### config.mk
export PLATFORM = sky130hd
export DESIGN_NAME = inverse_square_field_sum_core
export DESIGN_NICKNAME = d
export VERILOG_FILES = /design/src/hw/rtl/isfs_pkg.sv /design/src/hw/rtl/isfs_unit.sv /design/src/hw/rtl/inverse_square_field_sum_core.sv
export SDC_FILE = /design/constraint.sdc
export NUM_CORES = 2
export LEC_CHECK = 0
export ABC_AREA = 0
export BUFFER_PORTS_ARGS = -buffer_cell sky130_fd_sc_hd__buf_2
export CORE_UTILIZATION = 59
export DETAILED_ROUTE_END_ITERATION = 16
export GPL_TIMING_DRIVEN = 0
export PLACE_DENSITY_LB_ADDON = 0.2
export SLEW_MARGIN = 20
export SYNTH_ARGS = -nofsm -noshare
export SYNTH_HDL_FRONTEND = slang
export SYNTH_HIERARCHICAL = 1
export SYNTH_SLANG_ARGS = --single-unit
### constraint.sdc
create_clock -name clk -period 7.9 [get_ports clk]
set_input_delay 1.185 -clock clk [delete_from_list [all_inputs] [get_ports clk]]
set_output_delay 1.185 -clock clk [all_outputs]
set_load 0.005 [all_outputs]
### src/hw/rtl/isfs_pkg.sv
// ---------------------------------------------------------------------------
// isfs_pkg
// Shared types and constants of the inverse square field sum core.
// ---------------------------------------------------------------------------
package isfs_pkg;

    localparam int MAX_SOURCES   = 5;
    localparam int SRC_IDX_BITS  = 3;
    localparam int COORD_BITS    = 10;
    localparam int CFG_IDX_BITS  = 3;
    localparam int CFG_DATA_BITS = 24;
    localparam int OUT_BITS      = 20;
    localparam int ACC_BITS      = 22;
    localparam int D2_BITS       = 22;
    localparam int ROOT_BITS     = 19;
    localparam int MAG_BITS      = 16;
    localparam int PROD_BITS     = 26;
    localparam int OPA_BITS      = 38;
    localparam int QUO_BITS      = 34;
    localparam int REM_BITS      = 24;
    localparam int CNT_BITS      = 6;
    localparam int DIV_STEPS     = 34;
    localparam int ROOT_STEPS    = 19;

    // register indexes
    localparam logic [CFG_IDX_BITS-1:0] REG_SOURCE_COUNT = 3'd0;
    localparam logic [CFG_IDX_BITS-1:0] REG_SOURCE_A     = 3'd1;
    localparam logic [CFG_IDX_BITS-1:0] REG_SOURCE_E     = 3'd5;
    localparam logic [CFG_IDX_BITS-1:0] REG_STRENGTH     = 3'd6;
    localparam logic [CFG_IDX_BITS-1:0] REG_FORCE_CAP    = 3'd7;

    localparam logic [23:0] STRENGTH_RESET  = 24'd1000000;
    localparam logic [15:0] FORCE_CAP_RESET = 16'd5120;

    typedef struct packed {
        logic [COORD_BITS-1:0] point_y;
        logic [COORD_BITS-1:0] point_x;
    } isfs_in_t;

    typedef struct packed {
        logic signed [OUT_BITS-1:0] end_y;
        logic signed [OUT_BITS-1:0] end_x;
    } isfs_out_t;

    typedef enum logic {
        OP_DIV,
        OP_SQRT
    } unit_op_t;

    typedef struct packed {
        logic     start;
        unit_op_t op;
    } unit_req_t;

    typedef enum logic [3:0] {
        ST_IDLE,
        ST_SELECT,
        ST_DIST,
        ST_MAG,
        ST_MAG_WAIT,
        ST_ROOT,
        ST_ROOT_WAIT,
        ST_PROD,
        ST_COMP,
        ST_COMP_WAIT,
        ST_FINISH
    } seq_state_t;

endpackage

### src/hw/rtl/isfs_unit.sv
// ---------------------------------------------------------------------------
// isfs_unit
// Shared restoring divide / square root unit, one result bit per cycle.
// ---------------------------------------------------------------------------
module isfs_unit
    import isfs_pkg::*;
(
    input  logic                clk,
    input  logic                rst_n,
    input  unit_req_t           req,
    input  logic [OPA_BITS-1:0] opa,
    input  logic [D2_BITS-1:0]  opb,
    output logic                done,
    output logic [QUO_BITS-1:0] result
);

    logic                busy_reg, busy_next;
    logic                done_reg, done_next;
    unit_op_t            op_reg;
    logic [OPA_BITS-1:0] rad_reg;
    logic [REM_BITS-1:0] rem_reg;
    logic [QUO_BITS-1:0] quo_reg;
    logic [D2_BITS-1:0]  dvs_reg;
    logic [CNT_BITS-1:0] cnt_reg;

    logic [REM_BITS+1:0] shifted;
    logic [REM_BITS+1:0] trial;
    logic [REM_BITS+1:0] diff;
    logic                take;

    // one step of the shift-subtract recurrence
    always_comb
    begin
        if (op_reg == OP_SQRT)
        begin
            shifted = {rem_reg, rad_reg[OPA_BITS-1 -: 2]};
            trial   = {quo_reg[REM_BITS-1:0], 2'b01};
        end
        else
        begin
            shifted = {1'b0, rem_reg, rad_reg[OPA_BITS-1]};
            trial   = {{(REM_BITS+2-D2_BITS){1'b0}}, dvs_reg};
        end
        take = (shifted >= trial);
        diff = shifted - trial;
    end

    always_comb
    begin
        busy_next = busy_reg;
        done_next = 1'b0;
        if (req.start)
        begin
            busy_next = 1'b1;
        end
        else if (busy_reg && cnt_reg == CNT_BITS'(1))
        begin
            busy_next = 1'b0;
            done_next = 1'b1;
        end
    end

    // control state
    always_ff @(posedge clk or negedge rst_n)
    begin
        if (!rst_n)
        begin
            busy_reg <= 1'b0;
            done_reg <= 1'b0;
        end
        else
        begin
            busy_reg <= busy_next;
            done_reg <= done_next;
        end
    end

    // operand and partial result registers
    always_ff @(posedge clk)
    begin
        if (req.start)
        begin
            op_reg  <= req.op;
            rad_reg <= opa;
            dvs_reg <= opb;
            rem_reg <= '0;
            quo_reg <= '0;
            cnt_reg <= (req.op == OP_SQRT) ? CNT_BITS'(ROOT_STEPS) : CNT_BITS'(DIV_STEPS);
        end
        else if (busy_reg)
        begin
            rem_reg <= take ? diff[REM_BITS-1:0] : shifted[REM_BITS-1:0];
            quo_reg <= {quo_reg[QUO_BITS-2:0], take};
            rad_reg <= (op_reg == OP_SQRT) ? {rad_reg[OPA_BITS-3:0], 2'b00}
                                           : {rad_reg[OPA_BITS-2:0], 1'b0};
            cnt_reg <= cnt_reg - CNT_BITS'(1);
        end
    end

    assign done   = done_reg;
    assign result = quo_reg;

endmodule

### src/hw/rtl/inverse_square_field_sum_core.sv
// Each active source takes a magnitude divide, a root and two component
// divides on the shared bit-serial divide / root unit; a source on the point is skipped.
// Throughput: one request at a time; the next is taken once the sequencer
// is idle, while a finished result may still wait in the output register.
// Reset: asynchronous active low, clears control and loads register defaults.
// ---------------------------------------------------------------------------
// inverse_square_field_sum_core
// Sums clamped inverse square forces of up to five sources at a grid point.
// ---------------------------------------------------------------------------
module inverse_square_field_sum_core
    import isfs_pkg::*;
(
    input  logic                     clk,
    input  logic                     rst_n,
    input  logic                     in_valid,
    output logic                     in_stall,
    input  isfs_in_t                 in_data,
    output logic                     out_valid,
    input  logic                     out_stall,
    output isfs_out_t                out_data,
    input  logic                     cfg_we,
    input  logic [CFG_IDX_BITS-1:0]  cfg_index,
    input  logic [CFG_DATA_BITS-1:0] cfg_data
);

    seq_state_t state_reg, state_next;

    logic [2:0]                   count_reg;
    logic [2*COORD_BITS-1:0]      src_reg [MAX_SOURCES];
    logic [23:0]                  strength_reg;
    logic [MAG_BITS-1:0]          cap_reg;

    logic [COORD_BITS-1:0]        px_reg, py_reg;
    logic [SRC_IDX_BITS-1:0]      idx_reg, lim_reg;
    logic signed [COORD_BITS:0]   dx_reg, dy_reg;
    logic [D2_BITS-1:0]           d2_reg;
    logic [MAG_BITS-1:0]          mag_reg;
    logic [ROOT_BITS-1:0]         root_reg;
    logic [PROD_BITS-1:0]         prod_reg;
    logic                         axis_reg;
    logic signed [ACC_BITS-1:0]   sumx_reg, sumy_reg;
    logic                         out_valid_reg;
    isfs_out_t                    out_data_reg;

    unit_req_t                    req;
    logic [OPA_BITS-1:0]          opa;
    logic [D2_BITS-1:0]           opb;
    logic                         unit_done;
    logic [QUO_BITS-1:0]          unit_result;

    logic                         in_take;
    logic                         out_free;
    logic [2*COORD_BITS-1:0]      src;
    logic signed [COORD_BITS:0]   dsel;
    logic [COORD_BITS-1:0]        dabs;
    logic signed [ACC_BITS-1:0]   comp;
    logic signed [OUT_BITS-1:0]   satx, saty;

    isfs_unit u_unit (
        .clk    (clk),
        .rst_n  (rst_n),
        .req    (req),
        .opa    (opa),
        .opb    (opb),
        .done   (unit_done),
        .result (unit_result)
    );

    assign in_take  = in_valid && (state_reg == ST_IDLE);
    assign out_free = !out_valid_reg || !out_stall;
    assign src      = src_reg[idx_reg];
    assign dsel     = axis_reg ? dy_reg : dx_reg;

    // magnitude of the selected axis
    always_comb
    begin
        logic signed [COORD_BITS:0] neg;
        neg  = -dsel;
        dabs = dsel[COORD_BITS] ? neg[COORD_BITS-1:0] : dsel[COORD_BITS-1:0];
    end

    // signed component from the divider quotient
    always_comb
    begin
        logic signed [ACC_BITS-1:0] q;
        q    = $signed({{(ACC_BITS-MAG_BITS-1){1'b0}}, unit_result[MAG_BITS:0]});
        comp = dsel[COORD_BITS] ? -q : q;
    end

    // saturation of the end point to the output range
    function automatic logic signed [OUT_BITS-1:0] sat(input logic signed [ACC_BITS-1:0] v);
        logic signed [ACC_BITS-1:0] hi, lo;
        hi = ACC_BITS'((1 <<< (OUT_BITS-1)) - 1);
        lo = -ACC_BITS'(1 <<< (OUT_BITS-1));
        if (v > hi)
            return hi[OUT_BITS-1:0];
        else if (v < lo)
            return lo[OUT_BITS-1:0];
        else
            return v[OUT_BITS-1:0];
    endfunction

    assign satx = sat(sumx_reg);
    assign saty = sat(sumy_reg);

    // sequencer next state
    always_comb
    begin
        state_next = state_reg;
        case (state_reg)
            ST_IDLE:
                if (in_take)
                    state_next = ST_SELECT;
            ST_SELECT:
                state_next = (idx_reg == lim_reg) ? ST_FINISH : ST_DIST;
            ST_DIST:
                state_next = ST_MAG;
            ST_MAG:
                state_next = (d2_reg == '0) ? ST_SELECT : ST_MAG_WAIT;
            ST_MAG_WAIT:
                if (unit_done)
                    state_next = ST_ROOT;
            ST_ROOT:
                state_next = ST_ROOT_WAIT;
            ST_ROOT_WAIT:
                if (unit_done)
                    state_next = ST_PROD;
            ST_PROD:
                state_next = ST_COMP;
            ST_COMP:
                state_next = ST_COMP_WAIT;
            ST_COMP_WAIT:
                if (unit_done)
                    state_next = axis_reg ? ST_SELECT : ST_PROD;
            ST_FINISH:
                if (out_free)
                    state_next = ST_IDLE;
            default:
                state_next = ST_IDLE;
        endcase
    end

    // unit requests and operands
    always_comb
    begin
        req.start = 1'b0;
        req.op    = OP_DIV;
        opa       = {2'b00, strength_reg, 8'h00, 4'h0};
        opb       = d2_reg;
        case (state_reg)
            ST_MAG:
                req.start = (d2_reg != '0);
            ST_ROOT:
            begin
                req.start = 1'b1;
                req.op    = OP_SQRT;
                opa       = {d2_reg, 16'h0000};
            end
            ST_COMP:
            begin
                req.start = 1'b1;
                opa       = {prod_reg, 8'h00, 4'h0};
                opb       = {{(D2_BITS-ROOT_BITS){1'b0}}, root_reg};
            end
            default:
                req.start = 1'b0;
        endcase
    end

    assign in_stall  = (state_reg != ST_IDLE);
    assign out_valid = out_valid_reg;
    assign out_data  = out_data_reg;

    // control state and configuration
    always_ff @(posedge clk or negedge rst_n)
    begin
        if (!rst_n)
        begin
            state_reg     <= ST_IDLE;
            out_valid_reg <= 1'b0;
            count_reg     <= '0;
            strength_reg  <= STRENGTH_RESET;
            cap_reg       <= FORCE_CAP_RESET;
            for (int i = 0; i < MAX_SOURCES; i++)
                src_reg[i] <= '0;
        end
        else
        begin
            state_reg <= state_next;
            if (state_reg == ST_FINISH && out_free)
                out_valid_reg <= 1'b1;
            else if (!out_stall)
                out_valid_reg <= 1'b0;
            if (cfg_we)
            begin
                if (cfg_index == REG_SOURCE_COUNT)
                    count_reg <= cfg_data[2:0];
                else if (cfg_index == REG_STRENGTH)
                    strength_reg <= cfg_data;
                else if (cfg_index == REG_FORCE_CAP)
                    cap_reg <= cfg_data[MAG_BITS-1:0];
                else if (cfg_index >= REG_SOURCE_A && cfg_index <= REG_SOURCE_E)
                    src_reg[cfg_index - REG_SOURCE_A] <= cfg_data[2*COORD_BITS-1:0];
            end
        end
    end

    // datapath registers
    always_ff @(posedge clk)
    begin
        case (state_reg)
            ST_IDLE:
                if (in_take)
                begin
                    px_reg   <= in_data.point_x;
                    py_reg   <= in_data.point_y;
                    sumx_reg <= $signed({{(ACC_BITS-COORD_BITS-8){1'b0}}, in_data.point_x, 8'h00});
                    sumy_reg <= $signed({{(ACC_BITS-COORD_BITS-8){1'b0}}, in_data.point_y, 8'h00});
                    idx_reg  <= '0;
                    lim_reg  <= (count_reg > 3'(MAX_SOURCES)) ? SRC_IDX_BITS'(MAX_SOURCES)
                                                              : count_reg;
                end
            ST_SELECT:
            begin
                dx_reg <= $signed({1'b0, src[COORD_BITS-1:0]}) - $signed({1'b0, px_reg});
                dy_reg <= $signed({1'b0, src[2*COORD_BITS-1:COORD_BITS]})
                        - $signed({1'b0, py_reg});
            end
            ST_DIST:
                d2_reg <= unsigned'(D2_BITS'(dx_reg) * D2_BITS'(dx_reg))
                        + unsigned'(D2_BITS'(dy_reg) * D2_BITS'(dy_reg));
            ST_MAG:
                if (d2_reg == '0)
                    idx_reg <= idx_reg + SRC_IDX_BITS'(1);
            ST_MAG_WAIT:
                if (unit_done)
                    mag_reg <= (unit_result > QUO_BITS'(cap_reg)) ? cap_reg
                                                                  : unit_result[MAG_BITS-1:0];
            ST_ROOT_WAIT:
                if (unit_done)
                begin
                    root_reg <= unit_result[ROOT_BITS-1:0];
                    axis_reg <= 1'b0;
                end
            ST_PROD:
                prod_reg <= PROD_BITS'(mag_reg) * PROD_BITS'(dabs);
            ST_COMP_WAIT:
                if (unit_done)
                begin
                    if (axis_reg)
                    begin
                        sumy_reg <= sumy_reg + comp;
                        idx_reg  <= idx_reg + SRC_IDX_BITS'(1);
                    end
                    else
                    begin
                        sumx_reg <= sumx_reg + comp;
                    end
                    axis_reg <= !axis_reg;
                end
            ST_FINISH:
                if (out_free)
                begin
                    out_data_reg.end_x <= satx;
                    out_data_reg.end_y <= saty;
                end
            default:
                idx_reg <= idx_reg;
        endcase
    end

endmodule

# Yosys cells after proc, flatten, opt, wreduce, memory -nomap -nowiden
# Index checks and enable logic that the tools add are counted.
[word_totals]
ff_bits = 491
output_inout_bits = 42
in_bits = 52
word_cells = 177
[op_classes]
mul = 3
reduce_logical = 33
mux = 56
n_lt_le_gt_ge = 12
n_bitwise = 5
addsub = 11
eq_ne = 23
[op_table]
columns = ["op", "count"]
rows = [
  ["two-way mux 22 bit", 7],
  ["two-way mux 38 bit", 3],
  ["bitwise mux 100 bit", 1],
  ["two-way mux 20 bit", 5],
  ["one-hot mux 22 bit (2 select lines)", 2],
  ["one-hot mux 38 bit (2 select lines)", 1],
  ["adder 22 bit", 3],
  ["binary-select mux 20 bit (select 3 bit)", 1],
  ["demux 20 bit (select 3 bit)", 1],
  ["two-way mux 26 bit", 2],
  ["greater-than comparator 22 x 20 -> 1 bit, second input constant", 2],
  ["< comparator 22 x 20 -> 1 bit, second input constant", 2],
  ["multiplier 11 x 11 -> 22 bit", 2],
  ["one-hot mux 4 bit (11 select lines)", 1],
  ["greater-than comparator 34 x 16 -> 1 bit", 1],
  [">= comparator 26 bit", 1],
  ["multiplier 16 x 10 -> 26 bit", 1],
  ["two-way mux 24 bit", 1],
  ["two-way mux 4 bit", 6],
  ["subtractor 24 bit", 1],
  ["logical NOT 22 bit", 1],
  ["negator 17 -> 22 bit", 1],
  ["nonzero test 22 bit", 1],
  ["subtractor 10 x 10 -> 11 bit", 2],
  ["other kinds (42)", 94],
]

# Logic depth before layout (Yosys ltp)
[logic_depth]
ltp_word = 7
ltp_mapped = 30
mapped_depth_nobuf = 25

# Hierarchy
# The synthesis kept the hierarchy.
[by_module_without_submodules]
columns = ["module", "n_inst", "seq_area_each_um2", "area_per_inst_um2", "cells_each"]
rows = [
  ["inverse_square_field_sum_core", 1, 10201.0, 32070.8, 3009],
  ["isfs_unit", 1, 3223.1, 6945.4, 651],
]

# Least setup slack after synthesis
# No wires, ideal clock.
[synth_timing]
kind = "reg2reg"
start = "reg axis_reg"
end = "reg prod_reg[24], data pin"
setup_slack_ps = 323
n_path_buf = 5
arrival_time_ps = 7319
period_less_slack_ps = 7577
setup_ps = 258
t_required_ps = 7642
path_stages_with_launch = 30
cell_sequence = "edfxtp_1 buf_2 buf_2 buf_2 mux2_2 clkbuf_1 inv_1 ha_1 nand2_1 o31ai_1 xor2_1 clkbuf_1 nand2_1 fa_1 fa_1 inv_1 fa_1 fa_1 inv_1 fa_1 inv_1 ha_1 a211oi_2 o21bai_1 a221o_1 o31a_1 a41oi_2 o21ai_2 o31a_1 xor2_1"
[synth_via]
elab_chain_cells = 4
[synth_rtl]
columns = ["item", "line", "rtl"]
rows = [
  ["start, declared", "inverse_square_field_sum_core.sv:40", "logic axis_reg;"],
  ["start signal, assigned", "inverse_square_field_sum_core.sv:259", "axis_reg <= !axis_reg;"],
  ["two-way mux 11 bit (*)", "inverse_square_field_sum_core.sv:72", "assign dsel = axis_reg ? dy_reg : dx_reg;"],
  ["negator 10 bit", "inverse_square_field_sum_core.sv:78", "neg = -dsel;"],
  ["two-way mux 10 bit (*)", "inverse_square_field_sum_core.sv:79", "dabs = dsel[COORD_BITS] ? neg[COORD_BITS-1:0] : dsel[COORD_BITS-1:0];"],
  ["multiplier 16 x 10 -> 26 bit (*)", "inverse_square_field_sum_core.sv:246", "prod_reg <= PROD_BITS'(mag_reg) * PROD_BITS'(dabs);"],
  ["end signal, assigned", "inverse_square_field_sum_core.sv:246", ""],
  ["end, declared", "inverse_square_field_sum_core.sv:39", "logic [PROD_BITS-1:0] prod_reg;"],
]
# Every way passes the cells marked *; elsewhere a longest branch is shown, timed or not.
# A chain may end at the register's enable or synchronous reset.

# Worst setup path after layout
[layout_timing]
start = "reg dx_reg[3]"
end = "reg prod_reg[24], data pin"
[layout_via]
elab_chain_cells = 4
[layout_rtl]
columns = ["item", "line", "rtl"]
rows = [
  ["start, declared", "inverse_square_field_sum_core.sv:35", "logic signed [COORD_BITS:0] dx_reg, dy_reg;"],
  ["start signal, assigned", "inverse_square_field_sum_core.sv:225", "dx_reg <= $signed({1'b0, src[COORD_BITS-1:0]}) - $signed({1'b0, px_reg});"],
  ["two-way mux 11 bit (*)", "inverse_square_field_sum_core.sv:72", ""],
  ["negator 10 bit", "inverse_square_field_sum_core.sv:78", ""],
  ["two-way mux 10 bit (*)", "inverse_square_field_sum_core.sv:79", ""],
  ["multiplier 16 x 10 -> 26 bit (*)", "inverse_square_field_sum_core.sv:246", ""],
]
# Marks and branches as above.

==> impl_metrics.csv <==
group,metric,value,unit
sta,finalClockSkew,0.0633,ns
worst_setup_path,crit_family,"adder cells",
finish,syn2layout_area_growth,9.97,%
routing,vias_per_cell,5.67,
grt,grt.overflow.total,0,
routing,wl,96.1,mm
clock_tree,cts_max_level,2,
yosys,netlist_area,0.0390,mm2
sta,finalHoldViolations,0,
routing,ant_nets,0,
die,start_util,0.601,
worst_setup_path,worstPathCellList,"nor3_1, o21ai_1, o31ai_2, nand2_1, xnor2_4, buf_2, and2_1, fa_1, fa_1, fa_1, fa_1, inv_1, fa_1, inv_1, ha_1, a211oi_2, o21bai_1, a221o_1, o31a_1, a41oi_2, o21ai_2, o31a_1, xor2_1",
yosys,ys_seq_area_frac,0.344,
sta,tightest_slew,1.07,ns
yosys,ys_ff_latch,491,
worst_setup_path,start_kind,"register",
grt,grt_pass1_vias,27400,
routing,post_drt_wl_per_cell,20.3,um
worst_setup_path,cp-end-kind,"register",
worst_setup_path,r2r_cells,23,
place,gp_congestion,0.925,
clock_tree,cts_buffer_depth,3,
sta,relSlewSlack,0.279,
yosys,synth_edf_count,283,
place,io_buffers,92,
min_path,holdPathStages,2,
clock_tree,clock_sinks,491,
grt,grt.total_usage,0.295,
worst_setup_path,slowest_delay,0.58,ns
clock_tree,insertion_delay,0.64,ns
yosys,synth.distinct_cells,92,
min_path,min_path_type,"register to register",
worst_setup_path,crit_required,8.26,ns
sta,setup_viol,0,
worst_setup_path,cp_slowest_cell,"edfxtp_1",
die,die_x,259,um
finish,final_cell_mix,"526 x inv_1, 352 x fa_1, 320 x nand2_1",
routing,drtPass1Iterations,5,
outcome,status,"completed",
routing,drc,0,
sta,timing.fmax,130,MHz
die,rows,93,
yosys,async_reset_ff_frac,0.305,
die,die_h,259,um
routing,drt_iter0_markers,1948,
clock_tree,cts_tree,"yes",
place,dp_hpwl,75.7,mm
worst_setup_path,path_depth,23,
clock_tree,ctsRootBufferMaster,"clkbuf_16",
clock_tree,cts_buffers,54,
yosys,netlist_instances,3660,
grt,grt_antenna_before_repair,2,
sta,finalMaxSlewViolations,0,
clock_tree,path_clk_slew,0.06,ns
finish,final_nets,4505,
worst_setup_path,worstSetupPathType,"register to register",
yosys,synth.avg_cell_area,10.7,um2
flow_run,maxCapViolations,0,
sta,whs,0.483,ns
die,core_area,0.0649,mm2
sta,period_share,0.975,
finish,drive_gt1_frac,0.128,
die,boundaryPins,94,
yosys,yosysWarnings,6,
sta,min_period,7.70,ns
worst_setup_path,worstPathArrival,8.06,ns
worst_setup_path,cp_max_fo,10,
worst_setup_path,path_common_cell,"fa_1",
grt,grt_pass1_wl,152,mm
finish,largest_register_ffs,100,
yosys,synth_top_flop_cell,"edfxtp_1",
sta,rsz0062_at_grt,"yes",
grt,grt_max_degree,88,
finish,mostFrequentLayoutCell,"inv_1",
routing,via_count,26900,
die,fp.dieArea,0.0672,mm2
worst_setup_path,cp_num_buf_inv,3,
metal layers:
metal	vias to the layer above	track usage	part of all wire
met2	881	0.474	0.46
met4	0	0.0931	0.034
met1	13300	0.416	0.44
met5	-	0	0
li1	12600	-	-
met3	177	0.0402	0.065
Yosys cell counts (all sizes together) (14+ instances only):
| library cell | n | area share |
|---|---|---|
| mux2i | 125 | 0.032 |
| a21oi | 102 | 0.013 |
| a21o | 44 | 0.0085 |
| dfxtp | 58 | 0.030 |
| clkbuf | 109 | 0.012 |
| and2 | 128 | 0.021 |
| nand2b | 35 | 0.0056 |
| o21bai | 15 | 0.0029 |
| nor3 | 38 | 0.0050 |
| a22o | 25 | 0.0056 |
| nor4 | 14 | 0.0022 |
| a211oi | 30 | 0.0060 |
| mux4 | 18 | 0.010 |
| o31ai | 14 | 0.0028 |
| fa | 352 | 0.18 |
| ha | 259 | 0.083 |
| nor2 | 248 | 0.024 |
| xor2 | 55 | 0.012 |
| a22oi | 22 | 0.0042 |
| edfxtp | 283 | 0.22 |
| nor2b | 41 | 0.0066 |
| xnor2 | 103 | 0.023 |
| nand2 | 321 | 0.031 |
| o21ai | 133 | 0.017 |
| mux2 | 204 | 0.059 |
| dfrtp | 141 | 0.090 |
| o21a | 22 | 0.0043 |
| nand3 | 17 | 0.0022 |
| buf | 32 | 0.0046 |
| inv | 529 | 0.051 |
worst paths after layout:
check	end	startpoint	slack, ns
max reg2reg	prod_reg[24]$_DFFE_PP_	dx_reg[3]$_DFFE_PP_	0.20
min	u_unit/rem_reg[19]$_SDFFE_PP0P_	u_unit/rem_reg[19]$_SDFFE_PP0P_	0.48
max	prod_reg[24]$_DFFE_PP_	dx_reg[3]$_DFFE_PP_	0.20
min reg2reg	u_unit/rem_reg[19]$_SDFFE_PP0P_	u_unit/rem_reg[19]$_SDFFE_PP0P_	0.48
min in group asynchronous	src_reg[72]$_DFFE_PN0P_	rst_n	0.57
max in group asynchronous	strength_reg[18]$_DFFE_PN1P_	rst_n	6.49
per-stage QoR:
step | setup TNS, ns | util | worst slack, ns | cells | instance area, um2
after floorplan | 0 | - | 0.323 | 3671 | 39100
after global placement | -8.48 | 0.625 | -1.03 | 4618 | 40600
after detailed placement | -9.46 | 0.629 | -1.09 | 4631 | 40800
after CTS | 0 | 0.659 | 0.0297 | 4738 | 42800
after global routing | -0.0853 | 0.661 | -0.0853 | 4744 | 42900
final | 0 | 0.661 | 0.199 | 4744 | 42900
area by class of cell:
| cell class | instances | area, um2 |
|---|---|---|
| tap | 855 | 1070 |
| timing repair buffer | 116 | 722 |
| clock inverter | 22 | 263 |
| sequential | 491 | 13400 |
| inverter | 530 | 2000 |
| buffer | 140 | 652 |
| multi-input combinational | 2509 | 23200 |
| clock buffer | 80 | 1580 |
| fill | 5084 | 22000 |
| antenna | 1 | 2.50 |
timing repair:
item                                    CTS  global route
buffers inserted                          6             5
resized for setup                        16            18
hold buffers                              0             0
endpoints found under the setup margin   15             9
cloned                                    0             0
pin swaps                                 3             2
cells by family (layout without fill, tap and decap cells):
logic type / Yosys count / count (layout) / synth area share
flops: 491 / 491 / 0.344
simple gates: 898 / 898 / 0.107
other cells: 1 / 13 / 0.0000961
compound gates: 483 / 483 / 0.0811
buf+inv: 671 / 888 / 0.0671
fa+ha+maj: 611 / 611 / 0.264
xor+xnor: 158 / 158 / 0.0355
mux: 347 / 347 / 0.101
worst register-to-register path, cell delays in order (launching register included):
cell and delay, ns:
edfxtp_1 0.58, nor3_1 0.32, o21ai_1 0.21, o31ai_2 0.42, nand2_1 0.21, xnor2_4 0.37, buf_2 0.31, and2_1 0.19
fa_1 0.43, fa_1 0.52, fa_1 0.52, fa_1 0.56, inv_1 0.06, fa_1 0.52, inv_1 0.04, ha_1 0.36
a211oi_2 0.23, o21bai_1 0.10, a221o_1 0.38, o31a_1 0.34, a41oi_2 0.26, o21ai_2 0.09, o31a_1 0.26, xor2_1 0.15
Power is not shown: default switching activity piles up to over one toggle a cycle in this logic, so the estimate is an artifact.
